===== config.mk =====
export PLATFORM = sky130hd
export DESIGN_NAME = fgd_sqrt_cell
export DESIGN_NICKNAME = d
export VERILOG_FILES = /design/src/rtl/core/fgd_pkg.sv /design/src/rtl/core/fgd_sqrt_cell.sv
export SDC_FILE = /design/constraint.sdc
export NUM_CORES = 1
export LEC_CHECK = 0
export ABC_AREA = 0
export BUFFER_PORTS_ARGS = -buffer_cell sky130_fd_sc_hd__buf_2
export CORE_AREA = 5 5 151 153
export DETAILED_ROUTE_END_ITERATION = 16
export DIE_AREA = 0 0 156 158
export PLACE_DENSITY = 0.75
export SYNTH_ARGS = -nofsm -noshare
export SYNTH_HDL_FRONTEND = slang
export SYNTH_SLANG_ARGS = --single-unit

===== constraint.sdc =====
create_clock -name clk_i -period 0.8 [get_ports clk_i]
set_input_delay 0.24 -clock clk_i [delete_from_list [all_inputs] [get_ports clk_i]]
set_output_delay 0.24 -clock clk_i [all_outputs]
set_load 0.03 [all_outputs]

===== src/rtl/core/fgd_pkg.sv =====
// Shared types, constants and tables of the f-k deghosting operator.
// No dependencies; every other file of the block imports this package.
package fgd_pkg;

  // Number of CORDIC rotations, capped at the size of the arctangent table.
  localparam int TRIG_ITERATIONS = 24;
  localparam int CORDIC_N = (TRIG_ITERATIONS > 32) ? 32 : TRIG_ITERATIONS;

  // Chain lengths: one root bit per square-root cell, one quotient bit per divider cell.
  localparam int SQRT_N = 31;
  localparam int DIV_N = 37;

  // Datapath widths of the CORDIC and of the divisor.
  localparam int CW = 34;
  localparam int DQW = 32;

  // Register reset values.
  localparam logic [31:0] SLOWNESS_RST = 32'd2863311;
  localparam logic [31:0] DEPTH_RST = 32'd655360;
  localparam logic [31:0] STAB_RST = 32'd167772;

  // Register indexes of the configuration port.
  localparam logic [1:0] CFG_SLOWNESS = 2'd0;
  localparam logic [1:0] CFG_DEPTH = 2'd1;
  localparam logic [1:0] CFG_STAB = 2'd2;

  // 1/(2*pi) in Q0.64, CORDIC gain in Q2.30 and the fold limits in turns.
  localparam logic [63:0] INV_TWO_PI = 64'h28BE60DB9391054A;
  localparam logic signed [CW-1:0] CORDIC_GAIN = 34'sh26DD3B6A;
  localparam logic signed [CW-1:0] QUARTER_TURN = 34'sh40000000;
  localparam logic signed [CW-1:0] HALF_TURN = 34'sh80000000;

  // Sideband that travels with each request through every stage.
  typedef struct packed {
    logic               vld;
    logic               evan;
    logic               zdiv;
    logic               flip;
    logic [5:0]         sh;
    logic signed [31:0] zr;
    logic signed [31:0] zi;
  } side_t;

  // Arctangent of 2^-idx in Q0.32 turns.
  function automatic logic signed [CW-1:0] atan_turns(input logic [4:0] idx);
    logic [29:0] v;
    case (idx)
      5'd0: v = 30'h20000000;
      5'd1: v = 30'h12E4051E;
      5'd2: v = 30'h09FB385B;
      5'd3: v = 30'h051111D4;
      5'd4: v = 30'h028B0D43;
      5'd5: v = 30'h0145D7E1;
      5'd6: v = 30'h00A2F61E;
      5'd7: v = 30'h00517C55;
      5'd8: v = 30'h0028BE53;
      5'd9: v = 30'h00145F2F;
      5'd10: v = 30'h000A2F98;
      5'd11: v = 30'h000517CC;
      5'd12: v = 30'h00028BE6;
      5'd13: v = 30'h000145F3;
      5'd14: v = 30'h0000A2FA;
      5'd15: v = 30'h0000517D;
      5'd16: v = 30'h000028BE;
      5'd17: v = 30'h0000145F;
      5'd18: v = 30'h00000A30;
      5'd19: v = 30'h00000518;
      5'd20: v = 30'h0000028C;
      5'd21: v = 30'h00000146;
      5'd22: v = 30'h000000A3;
      5'd23: v = 30'h00000051;
      5'd24: v = 30'h00000029;
      5'd25: v = 30'h00000014;
      5'd26: v = 30'h0000000A;
      5'd27: v = 30'h00000005;
      5'd28: v = 30'h00000003;
      5'd29: v = 30'h00000001;
      5'd30: v = 30'h00000001;
      default: v = 30'h00000000;
    endcase
    return $signed({4'b0000, v});
  endfunction

endpackage


===== src/rtl/core/fgd_sqrt_cell.sv =====
// One cell of the square-root chain: consumes two radicand bits, yields one root bit.
// Depends on fgd_pkg for the sideband type.
module fgd_sqrt_cell (
  input  logic          clk_i,
  input  logic          rst_ni,
  input  logic          en_i,
  input  fgd_pkg::side_t side_i,
  input  logic [61:0]   op_i,
  input  logic [31:0]   rem_i,
  input  logic [30:0]   root_i,
  output fgd_pkg::side_t side_o,
  output logic [61:0]   op_o,
  output logic [31:0]   rem_o,
  output logic [30:0]   root_o
);
  import fgd_pkg::*;

  logic [33:0] cand;
  logic [33:0] trial;
  logic        take;
  side_t       side_q;
  logic [61:0] op_q;
  logic [31:0] rem_q;
  logic [30:0] root_q;

  // Trial subtraction of (4*root + 1) from the shifted remainder.
  assign cand = {rem_i, op_i[61:60]};
  assign trial = {1'b0, root_i, 2'b01};
  assign take = (cand >= trial);

  // Sideband carries the valid bit and is cleared on reset.
  always_ff @(posedge clk_i or negedge rst_ni) begin
    if (!rst_ni) begin
      side_q <= '0;
    end else if (en_i) begin
      side_q <= side_i;
    end
  end

  // Data registers hand the partial result to the next cell.
  always_ff @(posedge clk_i) begin
    if (en_i) begin
      op_q <= {op_i[59:0], 2'b00};
      rem_q <= take ? 32'(cand - trial) : cand[31:0];
      root_q <= {root_i[29:0], take};
    end
  end

  assign side_o = side_q;
  assign op_o = op_q;
  assign rem_o = rem_q;
  assign root_o = root_q;

endmodule


==> results of run 1 <==
worst reg2reg max path, stage by stage (launching register included):
cell	delay, ps
dfrtp_1	410
buf_6	120
buf_6	100
mux2_4	270
synth_stat cells (all sizes together), types with 2 or more instances:
| master | count | area share (%) |
|---|---|---|
| nor4 | 2 | 0.14 |
| a221oi | 2 | 0.27 |
| and3 | 6 | 0.43 |
| nand2 | 51 | 2.2 |
| a31oi | 7 | 0.74 |
| a2111oi | 2 | 0.20 |
| a21o | 13 | 1.1 |
| a211o | 2 | 0.20 |
| nand3b | 4 | 0.34 |
| ha | 33 | 4.7 |
| clkbuf | 12 | 0.55 |
| o21bai | 4 | 0.38 |
| nand4 | 7 | 0.50 |
| nor2b | 3 | 0.21 |
| nor3 | 7 | 0.40 |
| a211oi | 2 | 0.17 |
| o211ai | 6 | 0.57 |
| inv | 42 | 1.8 |
| a21oi | 30 | 1.7 |
| nand2b | 11 | 0.78 |
| o21a | 4 | 0.34 |
| o21ai | 46 | 2.8 |
| edfxtp | 123 | 42 |
| mux2 | 75 | 9.6 |
| nand3 | 9 | 0.51 |
| buf | 16 | 1.2 |
| o31ai | 2 | 0.17 |
| xor2 | 9 | 0.90 |
| o221ai | 2 | 0.27 |
| dfrtp | 74 | 21 |
| nor2 | 15 | 0.64 |
| xnor2 | 15 | 1.5 |
metal layers:
metal | vias up | global-route usage (%)
met3 | 109 | 7.90
met5 | - | 0
met2 | 456 | 50.0
li1 | 3759 | -
met1 | 4171 | 28.2
met4 | 4 | 13.7
how the worst min path moves through the flow:
stage	slack, ps	depth (start not counted)	to	startpoint
after global placement	100	1	side_o[15]	rst_ni
after CTS	20	2	side_o[46]	side_i[46]
after detailed placement	90	1	side_o[15]	rst_ni
after global routing	20	1	root_o[20]	root_i[19]
after floorplan	-60	0	side_o[0]	rst_ni
final	30	2	side_o[13]	side_i[13]
final cells by class:
class                      instances  area share (%)
sequential                       197            33.8
tap                              280            2.13
inverter                          42            1.06
clock buffer                      18            2.61
timing repair buffer             677            36.0
multi-input combinational        389            23.4
clock inverter                    14           0.943
antenna                            4          0.0608
power breakdown:
group / internal (µW) / switching (µW) / leakage, µW
Clock: 4230 / 4480 / 0.000286
Sequential: 12000 / 714 / 0.00205
Combinational: 5420 / 5620 / 0.00521
Total: 21700 / 10800 / 0.00755
cells by family after synthesis:
group	Yosys count	synth area share, %
DFF	197	63.0
AOI/OAI and AO/OA	132	9.96
and+or+nand+nor	122	6.72
muxes	76	9.70
buffers and inverters	70	3.54
adders and majority gates	33	4.69
xor gates and xnor gates	24	2.39
other	1	0.0426
registers in the layout, indices dropped and copies added, names as in the netlist:
name    flops
op_o       60
root_o     31
side_o     74
rem_o      32
per-stage QoR:
step,util (%),cell area [µm²]
floorplan,-,9330
global placement,58.2,12500
detailed placement,58.2,12500
CTS,74.0,15900
global route,76.8,16500
finish,76.9,16500
layout by cell type (no fill, tap or decap), types with 5 or more instances in the layout:
| cell type | Yosys | layout |
|---|---|---|
| nor3_1 | 7 | 5 |
| mux2_4 | 0 | 67 |
| dfrtp_1 | 74 | 60 |
| mux2_2 | 75 | 8 |
| edfxtp_1 | 123 | 123 |
| nand2b_1 | 11 | 10 |
| clkbuf_16 | 0 | 18 |
| nor2_1 | 15 | 13 |
| o211ai_1 | 5 | 5 |
| buf_4 | 5 | 145 |
| inv_1 | 42 | 29 |
| inv_2 | 0 | 10 |
| xnor2_1 | 15 | 14 |
| o21ai_2 | 1 | 7 |
| nand4_1 | 7 | 7 |
| dfrtp_2 | 0 | 14 |
| a21oi_1 | 29 | 20 |
| buf_2 | 9 | 191 |
| nand3_1 | 9 | 9 |
| a21o_1 | 13 | 13 |
| a21oi_2 | 1 | 8 |
| nand2_2 | 0 | 6 |
| o21ai_0 | 40 | 13 |
| xor2_1 | 9 | 9 |
| o21ai_1 | 4 | 24 |
| ha_4 | 0 | 18 |
| buf_6 | 2 | 239 |
| ha_1 | 33 | 14 |
| dlygate4sd3_1 | 0 | 85 |
| buf_12 | 0 | 11 |
| nand2_1 | 51 | 41 |
repair_timing:
action,4_1_cts,5_1_grt
hold buffers,85,0
pin swaps,38,31
hold endpoints to repair,158,0
gates resized for setup,476,105
cloned,2,1
setup endpoints to repair,231,283
buffers inserted,31,41
==> flow_summary.ini, run 1 <==
[run_status]
status = complete, but fails checks
violations = negative setup slack

[timing]
post-route-period-util_pct = 264
max_slew.worst_pin.slew_ps = 676
relSlewSlack_pct = 54.5
final.setup.tns_ps = -128900
final.setup_skew_ps = 0
setup-violations-final = 285
min_period_ps = 2110
setup_slack_ps = -1310
slew_violations = 0
hold_viol = 0
fmax_mhz = 473
holdWs_ps = 34.7
rsz0062_at_grt = true

[logic_synthesis]
yosysSeqAreaShare_pct = 63.0
async_reset_ff_share_pct = 37.6
synthFlopType = edfxtp_1
ys_warn_count = 0
syn_area_per_cell_um2 = 13.4
synth_edf_count = 123
syn_inst = 655
ys_ff_latch = 197
synth_cell_types = 64
synth.cell_area_um2 = 8810

[clocking]
cts_sinks = 197
cts.reportedPaths.clkPinSlew_ps = 80
cts_tree = built
root_buffer = clkbuf_16
cts-htree-levels = 4
clockBufferDepth = 2
clock_latency_ps = 420
cts_buffers = 17

[worst_setup_path]
cp_num_buf_inv = 3
arrival_ps = 2280
reg2reg_to = side_o[28]
cp-endpoint = rem_o[22]
start_kind = input pin
critPathSlowestCell = o221ai_4
worstPathMaxFanout = 6
crit_type = in -> reg
worstPathRequired_ps = 970
rr_worst_depth = 3
rrSetupSlack_ps = -220
reg2reg_from = side_o[28]
worstSetupStartpoint = root_i[0]
cpLargestDelayFamily = compound AO/OA/AOI/OAI gates
cp_slowest_stage_delay_ps = 280
setup.worst_path.end_class = flip-flop
cp.depth = 12
path_cells = buf_8 -> inv_4 -> ha_4 -> and2b_2 -> o2111ai_4 -> a31oi_4 -> o221ai_4 -> buf_6 -> nand2_8 -> a221oi_2 -> xor2_1 -> o21ai_0

[cells_and_area]
seqCellArea_um2 = 5560
area_growth_pct = 86.9
nets = 1559
multi_input_area_um2 = 3850
fill_cells = 1152
drive_gt1_share_pct = 60.3
final_cells = 1621

[place]
port_buffers = 398
placed_cells = 1439
place_congestion = 0.910
post-place-ws_ps = -1810
hpwl_mm = 21.9

[power]
power_uw = 32500
p_leak_uw = 0.00755
peakVddDrop_mv = 1.46
power_density_nw_per_um2 = 1970

[route]
met1_length_mm = 13.1
first_pass_iters = 6
drtAntennaViolNets = 0
totalWireLength_mm = 37.6
wl_met3_mm = 2.95
vias_per_cell = 5.24
vias = 8499
top_layer_used = met5
drtIter0Drc = 585
routed-wl-met2_mm = 19.7
drc_errors = 0
routedWlPerCell_um = 23.2

[global_route]
grt_max_degree = 46
grt_pass1_wl_mm = 50.9
overflow = 0
grtUsageTotal_pct = 27.2
antenna_found_initial = 4
grt_pass1_vias = 8946

[die]
die_y_um = 158
core_um2 = 21400
die_width_um = 156
die_area_um2 = 24600
start_util_pct = 41.1
rows = 54
io_pins = 401

[min_path]
hp-class = in -> reg

[job]
cap_violations = 0
No activity file was read; power rests on OpenSTA's default activity.
==> run 2, diff against run 1 <==
- GPL_TIMING_DRIVEN: unset -> 0
- HOLD_SLACK_MARGIN: unset -> 0.03
==> flow_summary.ini, run 2 (same netlist as run 1, synthesis figures left out) <==
[timing]
max_slew.worst_pin.slew_ps = 502
setup-violations-final = 289
final.setup_skew_ps = 0
slew_violations = 0
setup_slack_ps = -1340
rsz0062_at_grt = true
post-route-period-util_pct = 268
fmax_mhz = 467
hold_viol = 0
relSlewSlack_pct = 65.6
final.setup.tns_ps = -130960
min_period_ps = 2140

[power]
p_leak_uw = 0.00749
pwr-share-seq_pct = 38.8
pwr-share-clk_pct = 27.0
p_int_uw = 21700
power.switching_uw = 11100
p_sw_share_pct = 33.9
power_density_nw_per_um2 = 1970
comb_power_share_pct = 34.2
peakVddDrop_mv = 1.27

[cells_and_area]
fin_util_pct = 77.8
fin_area_um2 = 16700
nets = 1514
fill_cells = 1137
final_common_cell = buf_6
largest_reg_flops = 74
multi_input_area_um2 = 4060
most-common-layout-cells = 255 x buf_6, 183 x buf_2, 123 x edfxtp_1
area_growth_pct = 89.3
drive_gt1_share_pct = 59.8
final_cells = 1575
seqCellArea_um2 = 5560

[route]
drc_errors = 0
first_pass_iters = 5
vias = 8443
drtAntennaViolNets = 0
drtIter0Drc = 650
totalWireLength_mm = 39.3
routedWlPerCell_um = 25.0
vias_per_cell = 5.36

[place]
place_congestion = 0.893
port_buffers = 398
hpwl_mm = 21.1
dpl_cell_area_um2 = 11700
placed_cells = 1336

[clocking]
clock_latency_ps = 430
clockBufferDepth = 2
root_buffer = clkbuf_16
cts_sinks = 197
cts_buffers = 17
cts-htree-levels = 4
cts_tree = built
cts.reportedPaths.clkPinSlew_ps = 90

[global_route]
grt_pass1_wl_mm = 51.6
grt_max_degree = 75
grtUsageTotal_pct = 27.8
grt_pass1_vias = 8670
antenna_found_initial = 5
overflow = 0

[min_path]
hold_start = side_i[37]
holdPathStages = 2
hp-class = in -> reg
whs_endpoint = side_o[37]

[worst_setup_path]
crit_type = in -> reg
reg2reg_to = side_o[12]
rrSetupSlack_ps = -180
rr_worst_depth = 2
worstPathRequired_ps = 980
start_kind = input pin
arrival_ps = 2320
path_cells = buf_2 -> ha_1 -> a21o_1 -> a211o_1 -> a31oi_4 -> o211ai_4 -> buf_6 -> o21ai_4 -> mux2_4
setup.worst_path.end_class = flip-flop
worstSetupStartpoint = rem_i[29]
critPathSlowestCell = a211o_1
reg2reg_from = side_o[12]
worstPathMaxFanout = 6
cp_slowest_stage_delay_ps = 370

[job]
cap_violations = 0

[die]
rows = 54
die_width_um = 156
core_um2 = 21400
io_pins = 401
die_y_um = 158
start_util_pct = 41.1
die_area_um2 = 24600

[run_status]
violations = negative setup slack
status = complete, but fails checks
run 2: power by group through the flow:
stage / sequential [µW] / combinational [µW] / clock (µW)
global route: 12800 / 11700 / 9380
detailed placement: 12600 / 7170 / 0
finish: 12700 / 11200 / 8870
floorplan: 14700 / 2500 / 0
CTS: 12600 / 9860 / 8810
global placement: 12500 / 7070 / 0
run 2: how the worst max path moves through the flow:
stage                       endpoint  slack, ps
after detailed placement   rem_o[24]      -1990
final                      rem_o[17]      -1340
after global routing       rem_o[17]      -1390
after global placement    side_o[10]      -2660
after CTS                  rem_o[29]      -1320
after floorplan            rem_o[29]      -1490
run 2: per-stage QoR:
step	total power [µW]	setup slack, ps	hold slack, ps
2_1_floorplan	17200	-1490	-55.6
3_3_place_gp	19600	-2660	417
3_5_place_dp	19700	-1990	289
4_1_cts	31300	-1320	21.1
5_1_grt	33900	-1390	17.2
6_report	32900	-1340	34.2
run 2: repair_timing:
item	in CTS	in global routing
endpoints found under the setup margin	380	286
pin swaps	27	63
gates resized for setup	515	174
endpoints found under the hold margin	215	6
hold buffers	112	2
cloned	10	1
setup buffers	51	53
run 2: final cells by class:
cell class	count	share of cell area, %
Antenna cell	3	0.0450
Buffer	19	1.85
Clock buffer	17	2.55
Clock inverter	15	1.05
Inverter	42	1.08
Multi-Input combinational cell	390	24.3
Sequential cell	197	33.4
Tap cell	280	2.10
Timing Repair Buffer	612	33.6
run 2: layer usage:
layer  GRT usage [%]  vias to the layer above  wire [µm]
met5               0                        -         28
met4            13.1                        4       2270
met3            8.91                      140       3280
met2            50.7                      471      20300
met1            29.0                     4167      13500
li1                -                     3661          -
run 2: worst max-delay path, delay by kind of cell:
kind,cells,cell delay (ps)
AOI/OAI and AO/OA,5,1150
adders and majority gates,1,340
muxes,1,330
buffers and inverters,2,250
