**config.mk**
```make
export PLATFORM = sky130hd
export DESIGN_NAME = fgd_div_cell
export DESIGN_NICKNAME = d
export VERILOG_FILES = /design/src/rtl/core/fgd_pkg.sv /design/src/rtl/core/fgd_div_cell.sv
export SDC_FILE = /design/constraint.sdc
export NUM_CORES = 1
export LEC_CHECK = 0
export ABC_CLOCK_PERIOD_IN_PS = 1000
export BUFFER_PORTS_ARGS = -buffer_cell sky130_fd_sc_hd__buf_2
export CAP_MARGIN = 20
export CELL_PAD_IN_SITES_DETAIL_PLACEMENT = 0
export CELL_PAD_IN_SITES_GLOBAL_PLACEMENT = 1
export CORE_AREA = 2 2 302 304
export DETAILED_ROUTE_END_ITERATION = 6
export DIE_AREA = 0 0 304 306
export PLACE_DENSITY_LB_ADDON = 0.12
export SLEW_MARGIN = 20
export SYNTH_ARGS = -nofsm -noshare
export SYNTH_HDL_FRONTEND = slang
export SYNTH_SLANG_ARGS = --single-unit
```
**constraint.sdc**
```tcl
create_clock -name clk_i -period 1 [get_ports clk_i]
set_input_delay 0.2 -clock clk_i [delete_from_list [all_inputs] [get_ports clk_i]]
set_output_delay 0.2 -clock clk_i [all_outputs]
set_load 0.01 [all_outputs]
```
**src/rtl/core/fgd_pkg.sv**
```systemverilog
// Shared types, constants and tables of the f-k deghosting operator.
// No dependencies; every other file of the block imports this package.
package fgd_pkg;

  // Number of CORDIC rotations, capped at the size of the arctangent table.
  localparam int TRIG_ITERATIONS = 24;
  localparam int CORDIC_N = (TRIG_ITERATIONS > 32) ? 32 : TRIG_ITERATIONS;

  // Chain lengths: one root bit per square-root cell, one quotient bit per divider cell.
  localparam int SQRT_N = 31;
  localparam int DIV_N = 37;

  // Datapath widths of the CORDIC and of the divisor.
  localparam int CW = 34;
  localparam int DQW = 32;

  // Register reset values.
  localparam logic [31:0] SLOWNESS_RST = 32'd2863311;
  localparam logic [31:0] DEPTH_RST = 32'd655360;
  localparam logic [31:0] STAB_RST = 32'd167772;

  // Register indexes of the configuration port.
  localparam logic [1:0] CFG_SLOWNESS = 2'd0;
  localparam logic [1:0] CFG_DEPTH = 2'd1;
  localparam logic [1:0] CFG_STAB = 2'd2;

  // 1/(2*pi) in Q0.64, CORDIC gain in Q2.30 and the fold limits in turns.
  localparam logic [63:0] INV_TWO_PI = 64'h28BE60DB9391054A;
  localparam logic signed [CW-1:0] CORDIC_GAIN = 34'sh26DD3B6A;
  localparam logic signed [CW-1:0] QUARTER_TURN = 34'sh40000000;
  localparam logic signed [CW-1:0] HALF_TURN = 34'sh80000000;

  // Sideband that travels with each request through every stage.
  typedef struct packed {
    logic               vld;
    logic               evan;
    logic               zdiv;
    logic               flip;
    logic [5:0]         sh;
    logic signed [31:0] zr;
    logic signed [31:0] zi;
  } side_t;

  // Arctangent of 2^-idx in Q0.32 turns.
  function automatic logic signed [CW-1:0] atan_turns(input logic [4:0] idx);
    logic [29:0] v;
    case (idx)
      5'd0: v = 30'h20000000;
      5'd1: v = 30'h12E4051E;
      5'd2: v = 30'h09FB385B;
      5'd3: v = 30'h051111D4;
      5'd4: v = 30'h028B0D43;
      5'd5: v = 30'h0145D7E1;
      5'd6: v = 30'h00A2F61E;
      5'd7: v = 30'h00517C55;
      5'd8: v = 30'h0028BE53;
      5'd9: v = 30'h00145F2F;
      5'd10: v = 30'h000A2F98;
      5'd11: v = 30'h000517CC;
      5'd12: v = 30'h00028BE6;
      5'd13: v = 30'h000145F3;
      5'd14: v = 30'h0000A2FA;
      5'd15: v = 30'h0000517D;
      5'd16: v = 30'h000028BE;
      5'd17: v = 30'h0000145F;
      5'd18: v = 30'h00000A30;
      5'd19: v = 30'h00000518;
      5'd20: v = 30'h0000028C;
      5'd21: v = 30'h00000146;
      5'd22: v = 30'h000000A3;
      5'd23: v = 30'h00000051;
      5'd24: v = 30'h00000029;
      5'd25: v = 30'h00000014;
      5'd26: v = 30'h0000000A;
      5'd27: v = 30'h00000005;
      5'd28: v = 30'h00000003;
      5'd29: v = 30'h00000001;
      5'd30: v = 30'h00000001;
      default: v = 30'h00000000;
    endcase
    return $signed({4'b0000, v});
  endfunction

endpackage

```
**src/rtl/core/fgd_div_cell.sv**
```systemverilog
// One restoring-division cell: one quotient bit for each of the four output lanes.
// Depends on fgd_pkg for the divisor width and the sideband type.
module fgd_div_cell (
  input  logic                         clk_i,
  input  logic                         rst_ni,
  input  logic                         en_i,
  input  fgd_pkg::side_t               side_i,
  input  logic [fgd_pkg::DQW-1:0]      dq_i,
  input  logic [3:0]                   neg_i,
  input  logic [3:0][fgd_pkg::DQW-1:0] rem_i,
  input  logic [3:0][36:0]             lq_i,
  output fgd_pkg::side_t               side_o,
  output logic [fgd_pkg::DQW-1:0]      dq_o,
  output logic [3:0]                   neg_o,
  output logic [3:0][fgd_pkg::DQW-1:0] rem_o,
  output logic [3:0][36:0]             lq_o
);
  import fgd_pkg::*;

  logic [3:0][DQW:0]   cand;
  logic [3:0]          take;
  logic [3:0][DQW-1:0] rem_d;
  logic [3:0][36:0]    lq_d;
  side_t               side_q;
  logic [DQW-1:0]      dq_q;
  logic [3:0]          neg_q;
  logic [3:0][DQW-1:0] rem_q;
  logic [3:0][36:0]    lq_q;

  // Dividend bits shift out of the top of lq while quotient bits shift in below.
  always_comb begin
    for (int l = 0; l < 4; l++) begin
      cand[l] = {rem_i[l], lq_i[l][36]};
      take[l] = (cand[l] >= {1'b0, dq_i});
      rem_d[l] = take[l] ? DQW'(cand[l] - {1'b0, dq_i}) : cand[l][DQW-1:0];
      lq_d[l] = {lq_i[l][35:0], take[l]};
    end
  end

  always_ff @(posedge clk_i or negedge rst_ni) begin
    if (!rst_ni) begin
      side_q <= '0;
    end else if (en_i) begin
      side_q <= side_i;
    end
  end

  always_ff @(posedge clk_i) begin
    if (en_i) begin
      dq_q <= dq_i;
      neg_q <= neg_i;
      rem_q <= rem_d;
      lq_q <= lq_d;
    end
  end

  assign side_o = side_q;
  assign dq_o = dq_q;
  assign neg_o = neg_q;
  assign rem_o = rem_q;
  assign lq_o = lq_q;

endmodule

```
==> load_flow_metrics.sql, run 1 <==
INSERT INTO impl_metrics (metric_group, metric, value, unit) VALUES
('pwr', 'finalPower', '56.35', 'mW'),
('timing', 'rsz_0062_raised_after_global_routing', 'true', ''),
('clock_tree', 'cts_tree', 'done', ''),
('global_routing', 'use_met1', '24.68', '%'),
('clock_tree', 'worst_skew_pair.late_latency', '0.58', 'ns'),
('synth', 'yosysTopAreaCellShare', '45.25', '%'),
('synth', 'synth_flop_cell', 'edfxtp_1', ''),
('synth', 'syn-num-nets', '2230', ''),
('die', 'core_area', '89600', 'um2'),
('run_status', 'failed_checks', 'negative setup slack', ''),
('synth', 'synth-seq-area-share', '54.19', '%'),
('synth', 'synth-edff-count', '312', ''),
('route', 'detailedRoute.firstIterationViolations', '1041', ''),
('timing', 'min_period_over_period', '261.5', '%'),
('timing', 'finalHoldViolCount', '0', ''),
('timing', 'max_slew_violations', '0', ''),
('placed_design', 'routabilityCongestion', '0.8867', ''),
('clock_tree', 'max_clock_buf_depth', '3', ''),
('synth', 'yosysUniqueCellTypes', '73', ''),
('global_routing', 'busiest_layer', 'met2', ''),
('global_routing', 'grt_pass1_wl', '143.5', 'mm'),
('global_routing', 'pin_count_of_the_biggest_net_entering_global_routing', '52', ''),
('die', 'fp.dieArea', '93020', 'um2'),
('global_routing', 'use_met2', '36.83', '%'),
('worst_setup_path', 'cp_max_fanout', '7', ''),
('synth', 'synthesis.area_per_instance', '12.12', 'um2'),
('clock_tree', 'clock_tree.root_cell', 'clkbuf_16', ''),
('final_layout', 'share_of_post_route_cells_with_drive_strength_above_1', '54.20', '%'),
('synth', 'postSynthRegisterBits', '386', ''),
('global_routing', 'grt.met3_usage', '5.184', '%'),
('die', 'io_pins', '775', ''),
('route', 'detail_route.wl_per_cell', '21.74', 'um'),
('global_routing', 'grt_pass1_vias', '21910', ''),
('die', 'floorplan.rows', '110', ''),
('timing', 'finalClockSkew', '0', 'ns'),
('final_layout', 'layout.nets', '3987', ''),
('synth', 'netlist_instances', '1709', ''),
('synth', 'synth_cell_count_leaders', '312 x edfxtp_1, 134 x a21oi_1, 128 x ha_1, 116 x mux2_2, 115 x nand2_1', ''),
('synth', 'synthesis.area', '20700', 'um2'),
('final_layout', 'filler_cell_count', '8598', ''),
('clock_tree', 'clock_tree.htree_level_count', '2', ''),
('worst_setup_path', 'criticalPathCategory', 'input pin to flip-flop', ''),
('route', 'drt_drc_violations_left', '0', ''),
('timing', 'finalWorstSetupSlack', '-1.615', 'ns'),
('worst_setup_path', 'cp-start-kind', 'input pin', ''),
('route', 'ant_nets', '0', ''),
('route', 'final_routed_wirelength', '102.1', 'mm'),
('global_routing', 'groute.usage.overall', '20.89', '%'),
('timing', 'layout_min_cycle_time', '2.615', 'ns'),
('final_layout', 'areaGrowthSynthToFinish', '90.00', '%'),
('timing', 'worst_slew_pin_slew', '0.5107', 'ns'),
('placed_design', 'dp_hpwl', '79.66', 'mm'),
('route', 'vias_per_cell', '4.460', ''),
('clock_tree', 'cts.sink_count', '386', ''),
('run_status', 'run_status', 'complete, but fails checks', ''),
('synth', 'yosysTopAreaCell', 'edfxtp_1', ''),
('flow_run', 'max_cap_viol_count', '0', ''),
('die', 'die-width', '304', 'um'),
('synth', 'cell_with_the_most_instances_after_synthesis', 'edfxtp_1', ''),
('worst_setup_path', 'crit_path_end_kind', 'flip-flop', ''),
('worst_setup_path', 'worstPathArrival', '2.95', 'ns'),
('global_routing', 'overflow', '0', ''),
('synth', 'netlist_top_cells_area', 'edfxtp_1 45%, dfrtp_1 8.9%, ha_1 7.7%, mux2_2 6.3%, a21oi_1 3.2%', ''),
('synth', 'yosys_warnings', '0', ''),
('route', 'detailed_router_iteration_count_before_antenna_repair', '5', ''),
('timing', 'final-setup-viol-count', '518', ''),
('clock_tree', 'clkTransAtPathRegs', '0.06', 'ns'),
('hold_path', 'min-delay-path-class', 'input pin to flip-flop', ''),
('route', 'vias', '20940', ''),
('pwr', 'pwr_density_cell', '1432', 'nW/um2'),
('die', 'initial_core_util', '23.11', '%'),
('placed_design', 'buffer_ports.inserted', '774', ''),
('placed_design', 'detailed_place.area', '30390', 'um2'),
('clock_tree', 'numCtsBuffers', '48', ''),
('worst_setup_path', 'worst-endpoint-required', '1.34', 'ns'),
('placed_design', 'dp_worst_setup_slack', '-2.437', 'ns'),
('die', 'die_height', '306', 'um'),
('pwr', 'power.static_leakage', '17.64', 'nW'),
('final_layout', 'finalInstanceArea', '39340', 'um2'),
('synth', 'async_reset_ff_share', '19.17', '%'),
('global_routing', 'antenna_found_initial', '34', ''),
('timing', 'max_slew_margin', '65.80', '%'),
('pwr', 'worst_ir_drop_vdd', '1.051', 'mV'),
('timing', 'maxClockFrequency', '0.3824', 'GHz');
## timing repair
| action | 4_1_cts | 5_1_grt |
|---|---|---|
| setup endpoints to repair | 518 | 518 |
| pin swaps | 49 | 75 |
| hold buffers | 361 | 2 |
| setup buffers | 52 | 39 |
| hold endpoints to repair | 434 | 2 |
| cloned | 13 | 5 |
| resized for setup | 306 | 358 |
## critical path, cell delays in order
cell and delay [ns]:
buf_6 0.08, clkinvlp_4 0.10, buf_12 0.15, ha_4 0.27, nand2_4 0.05, nor3_2 0.17, o31a_1 0.27, o21ai_2 0.09
a31oi_1 0.18, buf_4 0.17, a21oi_2 0.06, o21a_1 0.19, o31ai_4 0.21, buf_6 0.15, buf_8 0.13, buf_12 0.16
mux2_4 0.31
## registers in the layout, indices dropped and copies added (netlist names)
name / count
dq_o: 32
lq_o: 148
neg_o: 4
rem_o: 128
side_o: 74
## area by class of cell
cell class,instances,area [um2],area share [%]
diodes,14,35.03,0.08906
clock buffers,67,1323,3.362
clock inverters,21,201.4,0.5121
inverters,64,306.5,0.7792
multi-input cells,1201,10950,27.85
flip-flops and latches,386,11220,28.52
well taps,1176,1471,3.740
repair buffers,1765,13830,35.15
## power by group
| part | leakage, nW | total [mW] | internal (mW) | switching, mW |
|---|---|---|---|---|
| combinational | 13.0 | 19.0 | 10.0 | 8.94 |
| sequential | 3.92 | 20.2 | 19.6 | 0.639 |
| clock | 0.751 | 17.2 | 10.0 | 7.19 |
## cell families (layout without fill, tap and decap cells)
| kind of cell | Yosys count | in the layout | synth area share [%] |
|---|---|---|---|
| AOI/OAI and AO/OA | 431 | 431 | 13.32 |
| DFF | 386 | 386 | 54.19 |
| and+or+nand+nor | 382 | 382 | 8.702 |
| muxes | 152 | 152 | 8.696 |
| adders and majority gates | 132 | 132 | 8.122 |
| buffers and inverters | 122 | 1917 | 2.568 |
| xor gates and xnor gates | 104 | 104 | 4.399 |
| other | 0 | 14 | 0 |
## worst paths after layout
| check | to | startpoint | depth (start not counted) | slack, ns |
|---|---|---|---|---|
| max | rem_o[36] | dq_i[8] | 17 | -1.62 |
| min | rem_o[81] | rem_i[80] | 3 | 0.03 |
| max reg2reg | side_o[7] | side_o[7] | 2 | 0.09 |
| min reg2reg | side_o[8] | side_o[8] | 1 | 0.50 |
| max in group asynchronous | side_o[55] | rst_ni | 3 | 0.46 |
| min in group asynchronous | side_o[12] | rst_ni | 3 | 0.16 |
## per-stage QoR
step / setup TNS [ns] / instances / hold slack, ns / util, %
2_1_floorplan: -215.40 / 1709 / -0.09559 / -
3_3_place_gp: -323.50 / 4141 / 0.2130 / 33.92
3_5_place_dp: -327.65 / 4141 / 0.2185 / 33.92
4_1_cts: -327.46 / 4651 / 0.001239 / 42.12
5_1_grt: -338.44 / 4687 / 0.008710 / 43.89
6_report: -306.73 / 4694 / 0.03379 / 43.91
## metal layers
metal,vias to the layer above,part of all wire (%)
met5,-,0.13
met4,20,3.5
met3,163,6.0
met2,603,49
met1,10160,41
li1,9991,-
## placed cells by master (no fill, tap or decap), types with 21 or more instances in the layout
cell / netlist / layout
nand2_4: 0 / 25
xor2_1: 35 / 33
o21a_1: 27 / 27
inv_1: 64 / 40
nor2_4: 0 / 21
nand4_1: 25 / 25
edfxtp_1: 312 / 312
o21ai_2: 0 / 23
mux2_2: 116 / 76
nand3_1: 30 / 25
dlygate4sd3_1: 0 / 363
a21oi_2: 0 / 32
a21oi_1: 134 / 95
a21o_1: 63 / 63
clkbuf_16: 0 / 52
buf_4: 0 / 530
dfrtp_1: 74 / 74
nor2_1: 109 / 85
xnor2_1: 69 / 64
nand2_1: 115 / 84
buf_6: 1 / 125
buf_2: 14 / 676
ha_4: 0 / 44
buf_12: 3 / 41
mux2_4: 26 / 69
o21ai_0: 86 / 39
ha_1: 128 / 82
No activity file was read; power rests on OpenSTA's default activity.
==> run 2: changes to the inputs <==
--- a/config.mk
+++ b/config.mk
@@ -14,6 +14,7 @@
 export DETAILED_ROUTE_END_ITERATION = 6
 export DIE_AREA = 0 0 304 306
 export PLACE_DENSITY_LB_ADDON = 0.12
+export SETUP_SLACK_MARGIN = 0.05
 export SLEW_MARGIN = 20
 export SYNTH_ARGS = -nofsm -noshare
 export SYNTH_HDL_FRONTEND = slang
==> run 2 against run 1 <==
Sequential share of layout area is essentially flat. Largest power group unchanged. Final cell count decreased by 0.23%. Critical path type unchanged. Cell area hardly changed. The flow still finishes with violations (negative setup slack). Global-route usage decreased by 0.11 points.
==> load_flow_metrics.sql, run 2 (synthesized netlist as in run 1, its figures left out) <==
INSERT INTO impl_metrics (metric_group, metric, value, unit) VALUES
('route', 'vias', '20890', ''),
('worst_setup_path', 'critical_path.slowest_cell', 'mux2_4', ''),
('pwr', 'power.static_leakage', '17.58', 'nW'),
('worst_setup_path', 'number_of_cell_instances_on_the_worst_register_to_register_path', '2', ''),
('worst_setup_path', 'crit_path_end_kind', 'flip-flop', ''),
('clock_tree', 'clock_tree.htree_level_count', '2', ''),
('timing', 'rsz_0062_raised_after_global_routing', 'true', ''),
('placed_design', 'routabilityCongestion', '0.8867', ''),
('final_layout', 'layout_commonest_cell', 'buf_2', ''),
('worst_setup_path', 'critical_path.startpoint', 'dq_i[8]', ''),
('clock_tree', 'cts.sink_count', '386', ''),
('timing', 'max_slew_margin', '65.13', '%'),
('global_routing', 'groute.usage.overall', '20.78', '%'),
('die', 'fp.dieArea', '93020', 'um2'),
('route', 'vias_per_cell', '4.461', ''),
('placed_design', 'place_inst', '4141', ''),
('die', 'die_height', '306', 'um'),
('clock_tree', 'clkTransAtPathRegs', '0.06', 'ns'),
('pwr', 'pwr_density_cell', '1430', 'nW/um2'),
('timing', 'worst_slew_pin_slew', '0.5207', 'ns'),
('worst_setup_path', 'criticalPathCategory', 'input pin to flip-flop', ''),
('global_routing', 'pin_count_of_the_biggest_net_entering_global_routing', '52', ''),
('timing', 'finalHoldViolCount', '0', ''),
('final_layout', 'top_library_cells_by_usage_in_the_layout_fill_and_taps_aside', '672 x buf_2, 526 x buf_4, 363 x dlygate4sd3_1, 312 x edfxtp_1, 117 x buf_6', ''),
('timing', 'maxClockFrequency', '0.3804', 'GHz'),
('die', 'floorplan.rows', '110', ''),
('worst_setup_path', 'cp-start-kind', 'input pin', ''),
('worst_setup_path', 'regToRegEndpoint', 'side_o[7]', ''),
('hold_path', 'hold_path_depth', '4', ''),
('route', 'detailedRoute.firstIterationViolations', '1022', ''),
('hold_path', 'min_delay_worst_endpoint', 'rem_o[82]', ''),
('placed_design', 'dp_hpwl', '79.66', 'mm'),
('timing', 'min_period_over_period', '262.9', '%'),
('clock_tree', 'worst_skew_pair.late_latency', '0.58', 'ns'),
('pwr', 'worst_ir_drop_vdd', '1.047', 'mV'),
('worst_setup_path', 'cp_max_fanout', '7', ''),
('global_routing', 'overflow', '0', ''),
('worst_setup_path', 'worst-endpoint-required', '1.34', 'ns'),
('run_status', 'run_status', 'complete, but fails checks', ''),
('timing', 'layout_min_cycle_time', '2.629', 'ns'),
('hold_path', 'worstHoldStart', 'rem_i[81]', ''),
('global_routing', 'grt_pass1_wl', '142.7', 'mm'),
('die', 'core_area', '89600', 'um2'),
('die', 'io_pins', '775', ''),
('worst_setup_path', 'timing.critical_path.cells', 'buf_6, clkinvlp_4, buf_12, ha_4, nand2_4, nor3_2, o31a_1, o21ai_2, a31oi_1, buf_4, a21oi_2, o21a_1, o31ai_4, buf_6, buf_8, buf_12, mux2_4', ''),
('global_routing', 'antenna_found_initial', '32', ''),
('final_layout', 'largest_register_ffs', '148', ''),
('placed_design', 'buffer_ports.inserted', '774', ''),
('clock_tree', 'numCtsBuffers', '48', ''),
('run_status', 'failed_checks', 'negative setup slack', ''),
('final_layout', 'instances_no_fill', '4683', ''),
('timing', 'timing.hold.ws', '0.03219', 'ns'),
('timing', 'max_slew_violations', '0', ''),
('die', 'die-width', '304', 'um'),
('timing', 'finalWorstSetupSlack', '-1.629', 'ns'),
('route', 'final_routed_wirelength', '101.9', 'mm'),
('timing', 'finalClockSkew', '0', 'ns'),
('worst_setup_path', 'worst-r2r-setup-slack', '0.09', 'ns'),
('worst_setup_path', 'worstPathArrival', '2.97', 'ns'),
('flow_run', 'max_cap_viol_count', '0', ''),
('pwr', 'finalPower', '56.25', 'mW'),
('timing', 'final-setup-viol-count', '518', ''),
('clock_tree', 'max_clock_buf_depth', '3', ''),
('worst_setup_path', 'cpPeakStageDelay', '0.31', 'ns'),
('global_routing', 'grt_pass1_vias', '21850', ''),
('final_layout', 'layout.nets', '3977', ''),
('clock_tree', 'clock_tree.root_cell', 'clkbuf_16', ''),
('timing', 'timing.setup.tns', '-311.09', 'ns'),
('final_layout', 'areaGrowthSynthToFinish', '89.91', '%'),
('route', 'drt_drc_violations_left', '0', ''),
('hold_path', 'min-delay-path-class', 'input pin to flip-flop', ''),
('die', 'initial_core_util', '23.11', '%'),
('final_layout', 'final_core_utilization', '43.89', '%'),
('route', 'detail_route.wl_per_cell', '21.76', 'um'),
('clock_tree', 'cts_tree', 'done', ''),
('route', 'ant_nets', '0', ''),
('final_layout', 'share_of_post_route_cells_with_drive_strength_above_1', '54.04', '%'),
('route', 'detailed_router_iteration_count_before_antenna_repair', '5', ''),
('worst_setup_path', 'reg2reg_from', 'side_o[7]', '');
## run 2: cell count changes in the layout (fill, tap and decap cells not counted), moves of 5 or more
cell,previous run,this run
ha_4,44,52
xnor2_1,64,69
xnor2_2,5,0
ha_1,82,73
buf_6,125,117
nand2_1,84,78
## run 2: metrics by stage
| step | setup WS, ns | instance area, um2 |
|---|---|---|
| floorplan | -1.850 | 21140 |
| global placement | -2.414 | 30390 |
| detailed placement | -2.437 | 30390 |
| CTS | -1.608 | 37410 |
| global route | -1.683 | 39310 |
| finish | -1.629 | 39320 |
## run 2: critical path: cells and delay by family
family,cells,cell delay (ns)
AO/OA/AOI/OAI,6,1.01
buffers and inverters,7,0.93
multiplexers,1,0.31
adder cells (fa/ha/maj),1,0.27
AND/OR/NAND/NOR,2,0.22
## run 2: power by group
part / internal, mW / switching (mW)
clock network: 10.0 / 7.19
registers: 19.5 / 0.629
logic: 9.97 / 8.90
total: 39.5 / 16.7
## run 2: cell type report
type / instances / area, um2
Tap cell: 1176 / 1471
Clock inverter: 21 / 201.4
Multi-Input combinational cell: 1201 / 10960
Fill cell: 8568 / 50280
Clock buffer: 67 / 1323
Antenna cell: 13 / 32.53
Timing Repair Buffer: 1755 / 13790
Inverter: 64 / 324.1
Sequential cell: 386 / 11220
## run 2: timing repair
item	4_1_cts	5_1_grt
gates cloned	11	7
pin swaps	33	77
setup buffers	42	29
hold endpoints to repair	431	5
endpoints found under the setup margin	518	518
hold buffers	358	5
gates resized for setup	268	399
## run 2: worst max path at each step
stage	endpoint	slack [ns]	cells past startpoint
after detailed placement	rem_o[4]	-2.44	14
after CTS	rem_o[112]	-1.61	15
final	rem_o[36]	-1.63	17
after global routing	rem_o[54]	-1.68	16
after floorplan	rem_o[100]	-1.85	11
after global placement	rem_o[4]	-2.41	14
## run 2: layer usage
metal | routed length (um) | global-route usage, % | part of all wire (%) | vias up
met5 | 125 | 0 | 0.12 | -
met1 | 41710 | 24.65 | 41 | 10150
met2 | 50340 | 36.40 | 49 | 596
met4 | 3612 | 7.509 | 3.5 | 20
met3 | 6102 | 5.053 | 6.0 | 154
li1 | - | - | - | 9974
